`config.mk`:
```
export PLATFORM = sky130hd
export DESIGN_NAME = drive_supervisor_state_machine_core
export DESIGN_NICKNAME = d
export VERILOG_FILES = /design/src/sv/dss_pkg.sv /design/src/sv/drive_supervisor_state_machine_core.sv /design/src/sv/dss_apb_regs.sv /design/src/sv/dss_supervisor.sv
export SDC_FILE = /design/constraint.sdc
export NUM_CORES = 1
export LEC_CHECK = 0
export ABC_AREA = 0
export ABC_CLOCK_PERIOD_IN_PS = 3400
export BUFFER_PORTS_ARGS = -buffer_cell sky130_fd_sc_hd__buf_2
export CAP_MARGIN = 5
export CORE_AREA = 3 3 140 142
export DETAILED_ROUTE_END_ITERATION = 8
export DIE_AREA = 0 0 143 145
export HOLD_SLACK_MARGIN = 0.05
export PLACE_DENSITY = 0.53
export SLEW_MARGIN = 20
export SYNTH_ARGS = -nofsm -noshare
export SYNTH_HDL_FRONTEND = slang
export SYNTH_SLANG_ARGS = --single-unit
export TNS_END_PERCENT = 10
```
`constraint.sdc`:
```
create_clock -name i_clk -period 3.4 [get_ports i_clk]
set_input_delay 0.51 -clock i_clk [delete_from_list [all_inputs] [get_ports i_clk]]
set_output_delay 0.51 -clock i_clk [all_outputs]
set_load 0.02 [all_outputs]
```
`src/sv/dss_pkg.sv`:
```
`timescale 1ns / 1ps

package dss_pkg;

    // command characters
    localparam logic [7:0] CMD_OPERATE = 8'h6F;  // 'o'
    localparam logic [7:0] CMD_PREOP   = 8'h70;  // 'p'
    localparam logic [7:0] CMD_RESET   = 8'h72;  // 'r'
    localparam logic [7:0] CMD_MODE_P  = 8'h63;  // 'c'
    localparam logic [7:0] CMD_MODE_PI = 8'h76;  // 'v'

    // controller mode codes
    localparam logic [1:0] MODE_NONE = 2'd0;
    localparam logic [1:0] MODE_P    = 2'd1;
    localparam logic [1:0] MODE_PI   = 2'd2;

    // register map
    localparam int unsigned ADDR_W = 4;
    localparam logic [1:0] REG_PREOP_BLINK   = 2'd0;
    localparam logic [1:0] REG_STOPPED_BLINK = 2'd1;
    localparam logic [1:0] REG_FAULT_HOLD    = 2'd2;

    // register reset values
    localparam logic [15:0] PREOP_BLINK_RST   = 16'd500;
    localparam logic [15:0] STOPPED_BLINK_RST = 16'd250;
    localparam logic [7:0]  FAULT_HOLD_RST    = 8'd5;

    typedef struct packed {
        logic [15:0] preop_blink_ticks;
        logic [15:0] stopped_blink_ticks;
        logic [7:0]  fault_hold_ticks;
    } t_cfg;

    typedef struct packed {
        logic       cmd_valid;
        logic [7:0] cmd_byte;
        logic       fault_active;
        logic       update_due;
    } t_item;

    typedef struct packed {
        logic [1:0] drive_state;
        logic       led_level;
        logic       driver_awake;
        logic       run_control;
        logic [1:0] controller_mode;
        logic       fault_seen;
    } t_result;

endpackage

```
`src/sv/drive_supervisor_state_machine_core.sv`:
```
`timescale 1ns / 1ps
// path: a request accepted into the input register moves on to the result
// register once the output is free; an output stall keeps it waiting there
// throughput: one request per cycle unless the output stalls; the input and
// result registers form a two-stage pipeline that holds under output stall
// reset: i_rst_n synchronous, active low; empties the pipeline, puts the
// supervisor in init and loads the register reset values

module drive_supervisor_state_machine_core
    import dss_pkg::*;
(
    input  logic              i_clk,
    input  logic              i_rst_n,
    // request channel
    input  logic              i_in_valid,
    output logic              o_in_stall,
    input  logic              i_cmd_valid,
    input  logic [7:0]        i_cmd_byte,
    input  logic              i_fault_active,
    input  logic              i_update_due,
    // result channel
    output logic              o_out_valid,
    input  logic              i_out_stall,
    output logic [1:0]        o_drive_state,
    output logic              o_led_level,
    output logic              o_driver_awake,
    output logic              o_run_control,
    output logic [1:0]        o_controller_mode,
    output logic              o_fault_seen,
    // configuration
    input  logic              psel,
    input  logic              penable,
    input  logic              pwrite,
    input  logic [ADDR_W-1:0] paddr,
    input  logic [31:0]       pwdata,
    output logic [31:0]       prdata,
    output logic              pready
);

    t_cfg    cfg;
    t_item   r_item;
    t_result result;
    logic    r_item_valid;
    logic    r_out_valid;
    logic    out_free;
    logic    in_take;
    logic    step;

    // handshake
    assign out_free   = !r_out_valid || !i_out_stall;
    assign step       = r_item_valid && out_free;
    assign o_in_stall = r_item_valid && !out_free;
    assign in_take    = i_in_valid && !o_in_stall;

    // input register
    always_ff @(posedge i_clk) begin
        if (!i_rst_n) begin
            r_item_valid <= 1'b0;
        end else if (in_take) begin
            r_item_valid <= 1'b1;
        end else if (step) begin
            r_item_valid <= 1'b0;
        end
    end

    always_ff @(posedge i_clk) begin
        if (in_take) begin
            r_item.cmd_valid    <= i_cmd_valid;
            r_item.cmd_byte     <= i_cmd_byte;
            r_item.fault_active <= i_fault_active;
            r_item.update_due   <= i_update_due;
        end
    end

    // result valid
    always_ff @(posedge i_clk) begin
        if (!i_rst_n) begin
            r_out_valid <= 1'b0;
        end else if (step) begin
            r_out_valid <= 1'b1;
        end else if (!i_out_stall) begin
            r_out_valid <= 1'b0;
        end
    end

    dss_apb_regs u_regs (
        .i_clk   (i_clk),
        .i_rst_n (i_rst_n),
        .psel    (psel),
        .penable (penable),
        .pwrite  (pwrite),
        .paddr   (paddr),
        .pwdata  (pwdata),
        .prdata  (prdata),
        .pready  (pready),
        .o_cfg   (cfg)
    );

    dss_supervisor u_sup (
        .i_clk    (i_clk),
        .i_rst_n  (i_rst_n),
        .i_step   (step),
        .i_item   (r_item),
        .i_cfg    (cfg),
        .o_result (result)
    );

    assign o_out_valid       = r_out_valid;
    assign o_drive_state     = result.drive_state;
    assign o_led_level       = result.led_level;
    assign o_driver_awake    = result.driver_awake;
    assign o_run_control     = result.run_control;
    assign o_controller_mode = result.controller_mode;
    assign o_fault_seen      = result.fault_seen;

endmodule

```
`src/sv/dss_apb_regs.sv`:
```
`timescale 1ns / 1ps

module dss_apb_regs
    import dss_pkg::*;
(
    input  logic              i_clk,
    input  logic              i_rst_n,
    input  logic              psel,
    input  logic              penable,
    input  logic              pwrite,
    input  logic [ADDR_W-1:0] paddr,
    input  logic [31:0]       pwdata,
    output logic [31:0]       prdata,
    output logic              pready,
    output t_cfg              o_cfg
);

    logic [1:0] reg_idx;
    logic       wr_en;
    t_cfg       r_cfg;

    assign reg_idx = paddr[ADDR_W-1:2];
    assign wr_en   = psel && penable && pwrite;
    assign pready  = 1'b1;
    assign o_cfg   = r_cfg;

    // register writes, unmapped addresses ignored
    always_ff @(posedge i_clk) begin
        if (!i_rst_n) begin
            r_cfg.preop_blink_ticks   <= PREOP_BLINK_RST;
            r_cfg.stopped_blink_ticks <= STOPPED_BLINK_RST;
            r_cfg.fault_hold_ticks    <= FAULT_HOLD_RST;
        end else if (wr_en) begin
            unique case (reg_idx)
                REG_PREOP_BLINK:   r_cfg.preop_blink_ticks   <= pwdata[15:0];
                REG_STOPPED_BLINK: r_cfg.stopped_blink_ticks <= pwdata[15:0];
                REG_FAULT_HOLD:    r_cfg.fault_hold_ticks    <= pwdata[7:0];
                default: ;
            endcase
        end
    end

    // read mux
    always_comb begin
        unique case (reg_idx)
            REG_PREOP_BLINK:   prdata = {16'd0, r_cfg.preop_blink_ticks};
            REG_STOPPED_BLINK: prdata = {16'd0, r_cfg.stopped_blink_ticks};
            REG_FAULT_HOLD:    prdata = {24'd0, r_cfg.fault_hold_ticks};
            default:           prdata = 32'd0;
        endcase
    end

endmodule

```
`src/sv/dss_supervisor.sv`:
```
`timescale 1ns / 1ps

module dss_supervisor
    import dss_pkg::*;
(
    input  logic    i_clk,
    input  logic    i_rst_n,
    input  logic    i_step,
    input  t_item   i_item,
    input  t_cfg    i_cfg,
    output t_result o_result
);

    typedef enum logic [1:0] {
        ST_INIT  = 2'd0,
        ST_PREOP = 2'd1,
        ST_OPER  = 2'd2,
        ST_STOP  = 2'd3
    } t_state;

    t_state      r_state,  n_state;
    logic [7:0]  r_cmd,    n_cmd;
    logic [15:0] r_blink,  n_blink;
    logic [7:0]  r_age,    n_age;
    logic        r_led,    n_led;
    logic        r_pend,   n_pend;
    logic [1:0]  r_mode,   n_mode;
    t_result     r_result, n_result;

    assign o_result = r_result;

    // one tick of the supervisor
    always_comb begin
        logic        fault;
        logic        awake;
        logic        run;
        logic        tr_valid;
        t_state      tr_state;
        logic [15:0] rate;

        fault    = 1'b0;
        awake    = 1'b0;
        run      = 1'b0;
        tr_valid = 1'b0;
        tr_state = ST_INIT;
        rate     = i_cfg.preop_blink_ticks;

        n_state = r_state;
        n_led   = r_led;
        n_mode  = r_mode;

        // latch the new command
        n_cmd = i_item.cmd_valid ? i_item.cmd_byte : r_cmd;

        // fault age, saturating
        if (i_item.fault_active) begin
            n_age = (r_age == 8'hFF) ? r_age : r_age + 8'd1;
            fault = (n_age > i_cfg.fault_hold_ticks);
        end else begin
            n_age = 8'd0;
        end

        n_pend  = r_pend | i_item.update_due;
        n_blink = (r_blink == 16'hFFFF) ? r_blink : r_blink + 16'd1;

        // transition decode from the latched command
        if (n_cmd == CMD_OPERATE) begin
            tr_valid = 1'b1;
            tr_state = ST_OPER;
        end else if (n_cmd == CMD_PREOP) begin
            tr_valid = 1'b1;
            tr_state = ST_PREOP;
        end else if (n_cmd == CMD_RESET) begin
            tr_valid = 1'b1;
            tr_state = ST_INIT;
        end

        if (r_state == ST_STOP) begin
            rate = i_cfg.stopped_blink_ticks;
        end

        unique case (r_state)
            ST_INIT: begin
                n_cmd   = 8'd0;
                n_led   = 1'b0;
                n_state = ST_PREOP;
            end
            ST_PREOP: begin
                if (n_blink > rate) begin
                    n_led   = ~r_led;
                    n_blink = 16'd0;
                end
                if (n_cmd == CMD_MODE_P) begin
                    n_mode = MODE_P;
                    n_cmd  = 8'd0;
                end else if (n_cmd == CMD_MODE_PI) begin
                    n_mode = MODE_PI;
                    n_cmd  = 8'd0;
                end
                if (fault) begin
                    n_state = ST_STOP;
                end else if (tr_valid && tr_state != ST_PREOP) begin
                    n_state = tr_state;
                    n_cmd   = 8'd0;
                end
            end
            ST_OPER: begin
                n_led = 1'b1;
                awake = 1'b1;
                if (n_pend) begin
                    run    = (r_mode != MODE_NONE);
                    n_pend = 1'b0;
                end
                if (fault) begin
                    n_state = ST_STOP;
                end else if (tr_valid && tr_state != ST_OPER) begin
                    n_state = tr_state;
                    n_cmd   = 8'd0;
                end
            end
            ST_STOP: begin
                if (n_blink > rate) begin
                    n_led   = ~r_led;
                    n_blink = 16'd0;
                end
                if (tr_valid) begin
                    n_state = tr_state;
                    n_cmd   = 8'd0;
                end
            end
            default: ;
        endcase

        n_result.drive_state     = n_state;
        n_result.led_level       = n_led;
        n_result.driver_awake    = awake;
        n_result.run_control     = run;
        n_result.controller_mode = n_mode;
        n_result.fault_seen      = fault;
    end

    // state and result register
    always_ff @(posedge i_clk) begin
        if (!i_rst_n) begin
            r_state <= ST_INIT;
            r_cmd   <= 8'd0;
            r_blink <= 16'd0;
            r_age   <= 8'd0;
            r_led   <= 1'b0;
            r_pend  <= 1'b0;
            r_mode  <= MODE_NONE;
        end else if (i_step) begin
            r_state <= n_state;
            r_cmd   <= n_cmd;
            r_blink <= n_blink;
            r_age   <= n_age;
            r_led   <= n_led;
            r_pend  <= n_pend;
            r_mode  <= n_mode;
        end
    end

    always_ff @(posedge i_clk) begin
        if (i_step) begin
            r_result <= n_result;
        end
    end

endmodule

```
# Yosys cells after proc, flatten, opt, wreduce, memory -nomap -nowiden
# Index checks and enable logic that the tools add are counted.
# totals
register_bits	99
output_inout_bits	43
# classes
add_sub_neg	2
order_cmp	2
eq_ne	15
muxes	39
bitwise_logic	2
reduce_logical	21
# op_table
operator	n
$mux 8	10
$mux 16	4
$pmux 16 s3	1
$eq 8x7->1 const B	5
$pmux 8 s4	1
$mux 2	9
$add 16x1->16 const B	1
$eq 16x16->1 const B	1
$gt 16x16->1	1
$mux 1	12
$add 8x1->8 const B	1
$eq 8x8->1 const B	1
$gt 8x8->1	1
$pmux 2 s4	1
$reduce_and 2->1	4
$logic_and 1x1->1	7
$eq 2x2->1 const B	3
$eq 2x1->1 const B	2
$logic_not 1->1	4
$logic_not 2->1	2
$ne 2x1->1 const B	2
$reduce_bool 2->1	2
$pmux 1 s3	1
$ne 2x2->1 const B	1
other kinds (4)	4

# Logic depth before layout (Yosys ltp)
# Gate-level depths: netlist of run 1.
# logic_depth
depth_word	9
depth_mapped	16

# Hierarchy
# A second synthesis of run 1 with hierarchy kept.
# hier_totals
hier_cells	649
area_unflattened_um2	5753.0
# by_module_without_submodules
mod	n_inst	cells_each	area_each_um2
dss_supervisor	1	401	3299.4
dss_apb_regs	1	229	2039.5
drive_supervisor_state_machine_core	1	19	414.1

# Worst setup path before layout of run 1
# Ideal clock, no wire load.
# synth_path
path_type	register to register
startpoint	register u_sup.r_blink[2]
endpoint	register u_sup.r_blink[0]
setup_time_ns	0.072
t_arrival_ns	3.538
required_ns	3.328
slack_ns	-0.210
path_stages_with_launch	15
cell_sequence	dfxtp_1 and4_1 nand3_1 or3_1 buf_2 nand2_1 nor2_1 or2_1 ha_1 nand4_1 or4_1 a311oi_2 buf_2 nand2_1 mux2i_1
# synth_between
elab_chain_len	5
word_cells_on_any_way	6
# synth_rtl
element	line_no	text
from (decl)	dss_supervisor.sv:23	logic [15:0] r_blink, n_blink;
from (signal assigned)	dss_supervisor.sv:155	r_blink <= n_blink;
$add 16x1->16 / $eq 16x16->1 (equally long branches)	dss_supervisor.sv:64	n_blink = (r_blink == 16'hFFFF) ? r_blink : r_blink + 16'd1;
$mux 16 (*)	dss_supervisor.sv:64	
$gt 16x16->1	dss_supervisor.sv:89, dss_supervisor.sv:122	
$mux 16	dss_supervisor.sv:89, dss_supervisor.sv:122	
$mux 16 (*)	--	
# Every way passes the cells marked *; elsewhere a longest branch is shown, timed or not.
# A chain may end at the register's enable or synchronous reset.

# Worst setup path in the final report of run 1
# layout_path
startpoint	register u_sup.r_blink[2]
endpoint	register u_sup.r_blink[11]
# Same word-level chain as after synthesis.

==> impl_metrics.tcl, run 1 <==
set metrics [dict create \
    die_area_um2 20740 \
    holdPathEnd "r_item[3]$_DFFE_PP_" \
    timing.rr.end "u_sup.r_blink[11]$_SDFFE_PN0P_" \
    final_cell_mix "nand2_1, dfxtp_1, buf_4, buf_2, a21oi_1" \
    worst_pin_slew_ns 0.9629 \
    yosysUniqueCellTypes 57 \
    syn_inst 649 \
    synth.area.top_cells "dfxtp_1, edfxtp_1, nand2_1" \
    ys_seq_area_share_pct 39.40 \
    violations "setup timing" \
    clock_latency_ns 0.36 \
    startpoint_type "register" \
    slowest_stage "or4_4" \
    period_share_pct 100.7 \
    fillers 1930 \
    cts-root-buf "clkbuf_16" \
    synth_ff_type "dfxtp_1" \
    period_needed_ns 3.423 \
    critPathMaxStageDelay_ns 0.51 \
    reg2reg_slack_ns -0.02 \
    hold_class "in -> reg" \
    portBuffers 61 \
    start_util_pct 29.67 \
    chipWidth_um 143 \
    drive_gt1_share_pct 25.97 \
    skew_ns 0.01274 \
    stdcell_area_um2 6998 \
    required_ns 3.70 \
    dr.pass1.iters 4 \
    power_density_nw_per_um2 358.5 \
    drtIter0Drc 205 \
    vias 4866 \
    ir_drop_mv 0.2329 \
    grt_pass1_wl_um 23720 \
    post-route-util_pct 37.66 \
    ys_seq_elements 99 \
    h-tree-depth 3 \
    diodes 0 \
    clkTransAtPathRegs_ns 0.07 \
    path_cells "and4_4 > buf_6 > and4_4 > nor2b_4 > nand3_2 > mux2_4 > ha_4 > nand4_1 > buf_4 > or4_4 > a311oi_4 > buf_6 > a21boi_2 > a21o_1" \
    vias_per_cell 4.847 \
    slew_headroom_pct 35.67 \
    hp-start "i_cmd_byte[1]" \
    reg2reg_depth 14 \
    drtAntennaViolNets 0 \
    design.portCount 97 \
    grt_pass1_vias 4546 \
    wl_per_cell_um 15.09 \
    worstPathMaxFanout 5 \
    finalMaxSlewViolations 0 \
    status "finished with violations" \
    setup_viol 8 \
    async_flop_share_pct 0 \
    final_common_cell "nand2_1" \
    synth_edf_count 19 \
    rsz0062_at_grt "true" \
    antenna_found_initial 0 \
    gp_congestion 0.8179 \
    cts_buffers 9 \
    path_class "reg -> reg" \
    dp_hpwl_um 10620 \
    critPathBufInv 3 \
    synth_largest_area_cell "dfxtp_1" \
    syn_area_um2 5513 \
    numClockSinks 99 \
    cts_tree "yes" \
    drc 0 \
    rows 50 \
    fin_ws_ns -0.02284 \
    area_growth_pct 26.94 \
    power.leakage_nw 3.069 \
    max_cap_violations 0 \
    grt_max_degree 25 \
    r2r_start "u_sup.r_blink[2]$_SDFFE_PN0P_" \
    fmax_mhz 292.2 \
    holdBufCountCts 0 \
    hold_depth 1 \
    coreArea_um2 18580 \
    place_area_um2 6374 \
    critical_path.top_delay_family "simple AND/OR/NAND/NOR gates" \
    fp.dieH_um 145 \
    critPathArrivalTime_ns 3.72 \
    grt_overflow 0 \
    timing_hold_violations_final 0 \
    synth_top_area_share_pct 29.05 \
    wl_um 15160 \
    fin_nets 845 \
    yosys_warnings 0 \
    setup.worst_path.end_class "register" \
    grt_usage_pct 14.23 \
    synth.avg_cell_area_um2 8.494 \
    cts_max_path_buffers 2 \
]
==> registers in the layout, indices dropped and copies added, names as in the netlist <==
signal and count:
u_regs.o_cfg 40, u_sup.r_blink 16, r_item 11, u_sup.o_result 8, u_sup.r_age 8, u_sup.r_cmd 8, u_sup.r_mode 2, u_sup.r_state 2
o_out_valid 1, r_item_valid 1, u_sup.r_led 1, u_sup.r_pend 1
==> where the power goes <==
part	internal (W)	leakage, nW	switching [W]
Combinational	0.0000991	2.10	0.000166
Sequential	0.00122	0.833	0.0000216
Clock	0.000507	0.131	0.000491
==> final cells by class <==
class	instances	area [µm²]	area share (%)
Multi-Input combinational cell	502	3272	46.75
Timing Repair Buffer	138	920.9	13.16
Inverter	15	56.30	0.8046
Sequential cell	99	2178	31.13
Clock inverter	6	48.80	0.6973
Tap cell	234	292.8	4.184
Clock buffer	10	229.0	3.272
==> logic make-up after synthesis <==
group / count (synthesis) / synth area share [%]
adder cells (fa/ha/maj): 26 / 5.901
flip-flops: 99 / 39.40
AO/OA/AOI/OAI: 124 / 14.82
AND/OR/NAND/NOR: 274 / 23.40
XOR/XNOR: 17 / 2.701
multiplexers: 44 / 8.080
other: 2 / 0.1362
buffers and inverters: 63 / 5.560
==> per-layer routing <==
| layer | GRT usage, % | wire length (µm) |
|---|---|---|
| met1 | 20.42 | 7258 |
| met2 | 21.76 | 6990 |
| met3 | 2.472 | 716 |
| met4 | 4.278 | 188 |
| met5 | 0 | 0 |
==> worst max path at each step <==
| stage | from | to | depth (start not counted) |
|---|---|---|---|
| CTS | u_sup.r_blink[7]$_SDFFE_PN0P_ | u_sup.r_blink[11]$_SDFFE_PN0P_ | 13 |
| global placement | u_sup.r_blink[5]$_SDFFE_PN0P_ | u_sup.r_blink[11]$_SDFFE_PN0P_ | 13 |
| finish | u_sup.r_blink[2]$_SDFFE_PN0P_ | u_sup.r_blink[11]$_SDFFE_PN0P_ | 14 |
| floorplan | u_sup.r_blink[2]$_SDFFE_PN0P_ | u_sup.r_blink[0]$_SDFFE_PN0P_ | 14 |
| detailed placement | u_sup.r_blink[5]$_SDFFE_PN0P_ | u_sup.r_blink[11]$_SDFFE_PN0P_ | 13 |
| global route | u_sup.r_blink[4]$_SDFFE_PN0P_ | u_sup.r_blink[11]$_SDFFE_PN0P_ | 14 |
==> stage by stage <==
| step | std cells | TNS (ns) | total power (W) | hold WS, ns | setup slack (ns) |
|---|---|---|---|---|---|
| floorplan | 664 | 0 | 0.001443 | 0.4368 | 0.008772 |
| global placement | 966 | -0.08996 | 0.001527 | 0.4520 | -0.05611 |
| detailed placement | 966 | -0.2184 | 0.001529 | 0.4563 | -0.08155 |
| CTS | 997 | -0.001048 | 0.002524 | 0.3155 | -0.001048 |
| global route | 1004 | -1.029 | 0.002596 | 0.3116 | -0.1177 |
| finish | 1004 | -0.08270 | 0.002509 | 0.3284 | -0.02284 |
==> synthesized netlist by cell type (all sizes together) (8+ instances only) <==
master and number:
buf 26, a21oi 50, dfxtp 80, inv 15
and3 8, nor3 8, clkbuf 22, ha 26
a22o 9, a22oi 8, a21o 11, edfxtp 19
nand2 127, nor2 45, nand3 30, o21ai 17
mux2i 40, nor2b 10, xnor2 13, nand4 13
==> what timing repair did <==
| item | 4_1_cts | 5_1_grt |
|---|---|---|
| setup endpoints to repair | 10 | 27 |
| gates resized for setup | 8 | 34 |
| setup buffers | 14 | 7 |
| pin swaps | 5 | 17 |
| cloned | 1 | 0 |
No activity file was read; power rests on OpenSTA's default activity.
==> inputs of run 2 (changes only) <==
ABC_CLOCK_PERIOD_IN_PS = 3700   (was 3400)
CORE_AREA = 3 3 143 145   (was 3 3 140 142)
DIE_AREA = 0 0 146 148   (was 0 0 143 145)
GPL_ROUTABILITY_DRIVEN = 1   (was unset)
PLACE_DENSITY = 0.51   (was 0.53)
SYNTH_HIERARCHICAL = 1   (was unset)
clock period = 3.7 ns   (was 3.4 ns; I/O delays follow)
==> run 2 against run 1 <==
Register-to-register slack gained 0.17 ns. Synthesized area grew 4.4%. Sequential share of layout area grew 1.1 points. Clock power grew 9%. Worst hold slack gained 0.051 ns. Count of clock-buffer cells in the layout is the same. Die area grew 4.2%. Synthesized cell count is the same. First-iteration DRC count grew 1.5%. The run now ends clean. Flip-flop and latch count is the same. Largest power group unchanged.
==> impl_metrics.tcl, run 2 <==
set metrics [dict create \
    status "completed" \
    worst_pin_slew_ns 0.9871 \
    critPathArrivalTime_ns 3.85 \
    drtIter0Drc 208 \
    area_growth_pct 17.22 \
    cts-root-buf "clkbuf_16" \
    chipWidth_um 146 \
    fillers 2056 \
    setup_viol 0 \
    dp_hpwl_um 10200 \
    path_class "reg -> reg" \
    hold_class "in -> reg" \
    fin_nets 791 \
    start_util_pct 29.75 \
    async_flop_share_pct 0 \
    synth.most_common_cell "nand2_1" \
    ys_seq_elements 99 \
    final_common_cell "nand2_1" \
    use_met1_pct 18.11 \
    required_ns 3.99 \
    h-tree-depth 3 \
    power_w 0.002469 \
    hold_ws_ns 0.3791 \
    rows 51 \
    cts_tree "yes" \
    dr.pass1.iters 4 \
    ir_drop_mv 0.1928 \
    synth_top_area_share_pct 27.84 \
    worstPathMaxFanout 6 \
    ys_seq_area_share_pct 37.76 \
    regArea_um2 2176 \
    syn_inst 649 \
    grt_max_degree 69 \
    diodes 0 \
    synth_ff_type "dfxtp_1" \
    yosys_warnings 6 \
    vias_per_cell 4.806 \
    largest_reg_flops 40 \
    die_area_um2 21610 \
    fp.dieH_um 148 \
    grt_pass1_vias 4496 \
    gp_congestion 0.7571 \
    grt_pass1_wl_um 22940 \
    finalMaxSlewViolations 0 \
    grt_overflow 0 \
    wl_um 14350 \
    portBuffers 61 \
    power_density_nw_per_um2 366.0 \
    yosysUniqueCellTypes 67 \
    coreArea_um2 19330 \
    vias 4715 \
    rsz0062_at_grt "true" \
    path_cells "and4_4 > nand4_1 > buf_4 > or3_1 > xnor2_1 > ha_1 > a211oi_2 > o32a_1 > o211a_1 > or2_2 > or4_1 > nand3_1" \
    numClockSinks 99 \
    fmax_mhz 281.4 \
    multi_input_area_um2 3317 \
    max_cap_violations 0 \
    drtAntennaViolNets 0 \
    drc 0 \
    wl_per_cell_um 14.63 \
    setup.worst_path.end_class "register" \
    slew_headroom_pct 33.95 \
    grt_usage_pct 13.02 \
    skew_ns 0.009561 \
    use_met2_pct 20.63 \
    grtUsageMet3_pct 3.035 \
    synth_largest_area_cell "dfxtp_1" \
    power.leakage_nw 2.917 \
    clkTransAtPathRegs_ns 0.07 \
    design.portCount 97 \
    final_cell_mix "nand2_1, dfxtp_1, mux2i_1, buf_2, nor2_1" \
    synth.avg_cell_area_um2 8.864 \
    timing_hold_violations_final 0 \
    yosys-top-cells-count "nand2_1, dfxtp_1, mux2i_1" \
    critPathMaxStageDelay_ns 0.41 \
    clock_latency_ns 0.35 \
    busiest_layer "met2" \
    critPathBufInv 1 \
    startpoint_type "register" \
    antenna_found_initial 0 \
    cts_max_path_buffers 2 \
    drive_gt1_share_pct 18.16 \
    syn_area_um2 5753 \
    synth.area.top_cells "dfxtp_1, mux2i_1, edfxtp_1" \
    cts_buffers 9 \
    critical_path.top_delay_family "simple AND/OR/NAND/NOR gates" \
    period_share_pct 96.05 \
    synth_edf_count 19 \
    slowest_stage "or3_1" \
    period_needed_ns 3.554 \
]
[run 2: cell count changes after synthesis, sizes merged, moves of 5 or more]
cell / before / now
nor2: 45 / 34
o21ai: 17 / 27
a21o: 11 / 6
a2bb2oi: 5 / 0
a21oi: 50 / 30
nor2b: 10 / 23
mux2i: 40 / 70
nand2: 127 / 91
nor4: 0 / 5
and3: 8 / 14
[run 2: logic make-up (layout without fill, tap and decap cells)]
group | count (synthesis) | after routing | share of synthesized area [%]
multiplexers | 73 | 73 | 12.77
AO/OA/AOI/OAI | 117 | 117 | 13.55
buffers and inverters | 72 | 124 | 6.089
AND/OR/NAND/NOR | 244 | 244 | 21.62
adder cells (fa/ha/maj) | 26 | 26 | 5.655
XOR/XNOR | 16 | 16 | 2.436
other | 2 | 17 | 0.1305
flip-flops | 99 | 99 | 37.76
[run 2: final cells by class]
cell class              count  area share (%)
multi-input cells         493           49.18
flip-flops and latches     99           32.26
repair buffers             87           7.421
well taps                 265           4.917
clock buffers              10           3.711
clock inverters             6           1.336
inverters                  21           1.169
[run 2: per-layer routing]
| metal | vias to the layer above | wire length, µm |
|---|---|---|
| met5 | - | 0 |
| met4 | 0 | 138 |
| met3 | 12 | 579 |
| met2 | 93 | 6156 |
| met1 | 2194 | 7474 |
| li1 | 2416 | - |
[run 2: final timing paths]
check | start | to | slack (ns) | depth (start not counted)
worst min-delay path | i_cmd_byte[4] | r_item[6]$_DFFE_PP_ | 0.38 | 1
worst max-delay path | u_sup/r_blink[3]$_SDFFE_PN0P_ | u_sup/r_led$_SDFFE_PN0P_ | 0.15 | 12
worst max register to register | u_sup/r_blink[3]$_SDFFE_PN0P_ | u_sup/r_led$_SDFFE_PN0P_ | 0.15 | 12
worst min register to register | u_regs/o_cfg[22]$_SDFFE_PN0P_ | u_regs/o_cfg[22]$_SDFFE_PN0P_ | 0.48 | 2
[run 2: power breakdown]
part | switching (W) | internal [W] | leakage, nW
Combinational | 0.000157 | 0.0000846 | 1.91
Clock | 0.000447 | 0.000640 | 0.169
Sequential | 0.0000172 | 0.00112 | 0.833
[run 2: per-stage QoR]
step	utilization [%]	cell area [µm²]	setup TNS [ns]	cells	setup slack, ns
floorplan	-	5809	0	664	0.01837
global placement	32.85	6351	0	962	0.1029
detailed placement	32.85	6351	0	962	0.1032
CTS	34.61	6691	0	978	0.02282
global route	34.88	6744	-0.2457	981	-0.08480
finish	34.88	6744	0	981	0.1461
[run 2: what timing repair did]
action / 4_1_cts / 5_1_grt
resized for setup: 0 / 11
setup endpoints to repair: 0 / 19
hold buffers: 0 / 0
buffers inserted: 0 / 3
==> inputs of run 3 (changes only) <==
MAX_ROUTING_LAYER = met4   (was unset)
==> run 3 against run 2 <==
Flip-flop and latch count stayed put. Sequential power about the same. Setup slack improved by 0.0020 ns. Sequential share of layout area stayed put. Register-to-register slack is essentially flat. Clock skew barely moved. Count of clock-buffer cells in the layout is the same. Worst hold slack lost 0.00056 ns. Non-clock buffer count stayed put. Die area did not move.
==> impl_metrics.tcl, run 3 (same netlist as run 2, synthesis figures left out) <==
set metrics [dict create \
    critPathArrivalTime_ns 3.85 \
    startpoint_type "register" \
    rows 51 \
    period_needed_ns 3.552 \
    cts_max_path_buffers 2 \
    p_seq_share_pct 46.2 \
    largest_reg_flops 40 \
    drc 0 \
    clock_latency_ns 0.35 \
    diodes 0 \
    cts_buffers 9 \
    switching_power_w 0.0006184 \
    period_share_pct 96.00 \
    status "completed" \
    path_class "reg -> reg" \
    die_area_um2 21610 \
    power.leakage_nw 2.917 \
    drtAntennaViolNets 0 \
    power.internal_w 0.001848 \
    fmax_mhz 281.5 \
    gp_congestion 0.7669 \
    skew_ns 0.009935 \
    grt_pass1_wl_um 22960 \
    area_growth_pct 17.22 \
    portBuffers 61 \
    rsz0062_at_grt "true" \
    design.portCount 97 \
    slew_headroom_pct 33.91 \
    power_density_nw_per_um2 365.7 \
    grt_overflow 0 \
    swShare_pct 25.07 \
    vias_per_cell 4.792 \
    h-tree-depth 3 \
    power_w 0.002466 \
    worst_pin_slew_ns 0.9877 \
    fillers 2056 \
    final_common_cell "nand2_1" \
    place_area_um2 6351 \
    dp_hpwl_um 10200 \
    setup.worst_path.end_class "register" \
    clkTransAtPathRegs_ns 0.07 \
    pwr-share-clk_pct 44.0 \
    fin_nets 791 \
    cts_tree "yes" \
    start_util_pct 29.75 \
    worstPathMaxFanout 6 \
    fp.dieH_um 148 \
    antenna_found_initial 0 \
    numClockSinks 99 \
    drive_gt1_share_pct 18.16 \
    cts-root-buf "clkbuf_16" \
    grt_max_degree 69 \
    grt_pass1_vias 4495 \
    dr.pass1.iters 5 \
    chipWidth_um 146 \
    max_cap_violations 0 \
    coreArea_um2 19330 \
    grt_usage_pct 13.40 \
    setup_viol 0 \
    wl_per_cell_um 14.61 \
    stdcell_area_um2 6744 \
    wl_um 14330 \
    combPwrFrac_pct 9.8 \
    timing_hold_violations_final 0 \
    required_ns 3.99 \
    final_cell_mix "nand2_1, dfxtp_1, mux2i_1, buf_2, nor2_1" \
    hold_class "in -> reg" \
    ir_drop_mv 0.1930 \
    finalMaxSlewViolations 0 \
    vias 4701 \
    drtIter0Drc 216 \
]
-- run 3: layout make-up --
| cell class | instances | area (µm²) | area share, % |
|---|---|---|---|
| multi-input cells | 493 | 3317 | 49.18 |
| well taps | 265 | 331.6 | 4.917 |
| clock buffers | 10 | 250.2 | 3.711 |
| flip-flops and latches | 99 | 2176 | 32.26 |
| repair buffers | 87 | 500.5 | 7.421 |
| inverters | 21 | 78.83 | 1.169 |
| clock inverters | 6 | 90.09 | 1.336 |
-- run 3: worst max-delay path: stages, from the launching register on --
cell and delay (ns):
dfxtp_2 0.37, and4_4 0.25, nand4_1 0.27, buf_4 0.24, or3_1 0.41, xnor2_1 0.19
ha_1 0.36, a211oi_2 0.08, o32a_1 0.34, o211a_1 0.15, or2_2 0.33, or4_1 0.41
nand3_1 0.09
-- run 3: power by group through the flow --
stage          sequential, W  combinational [W]  clock, W
3_3_place_gp         0.00117           0.000241         0
4_1_cts              0.00114           0.000242   0.00112
5_1_grt              0.00114           0.000266   0.00115
2_1_floorplan        0.00117           0.000169         0
3_5_place_dp         0.00116           0.000241         0
6_report             0.00114           0.000241   0.00108
-- run 3: what timing repair did --
action / 4_1_cts / 5_1_grt
gates resized for setup: 0 / 11
setup endpoints to repair: 0 / 19
buffers inserted: 0 / 3
hold buffers: 0 / 0
-- run 3: worst paths after layout --
kind / end / startpoint / slack [ns] / cells past startpoint
max: u_sup/r_led$_SDFFE_PN0P_ / u_sup/r_blink[3]$_SDFFE_PN0P_ / 0.15 / 12
min: r_item[6]$_DFFE_PP_ / i_cmd_byte[4] / 0.38 / 1
max reg2reg: u_sup/r_led$_SDFFE_PN0P_ / u_sup/r_blink[3]$_SDFFE_PN0P_ / 0.15 / 12
min reg2reg: u_regs/o_cfg[22]$_SDFFE_PN0P_ / u_regs/o_cfg[22]$_SDFFE_PN0P_ / 0.48 / 2
-- run 3: routing by layer --
| metal | share of wire, % | wire [µm] | vias to the layer above | GRT usage, % |
|---|---|---|---|---|
| met5 | 0 | 0 | - | - |
| met3 | 4.1 | 589 | 12 | 2.882 |
| li1 | - | - | 2417 | - |
| met1 | 52 | 7414 | 2174 | 18.11 |
| met4 | 0.98 | 140 | 0 | 3.057 |
| met2 | 43 | 6185 | 98 | 20.73 |
-- run 3: metrics by stage --
step | hold WS [ns] | std cells | setup TNS [ns] | util [%] | worst slack [ns]
6_report | 0.3786 | 981 | 0 | 34.88 | 0.1481
5_1_grt | 0.3583 | 981 | -0.2453 | 34.88 | -0.08480
4_1_cts | 0.3593 | 978 | 0 | 34.61 | 0.02282
3_5_place_dp | 0.4609 | 962 | 0 | 32.85 | 0.1032
3_3_place_gp | 0.4576 | 962 | 0 | 32.85 | 0.1029
2_1_floorplan | 0.4400 | 664 | 0 | - | 0.01837
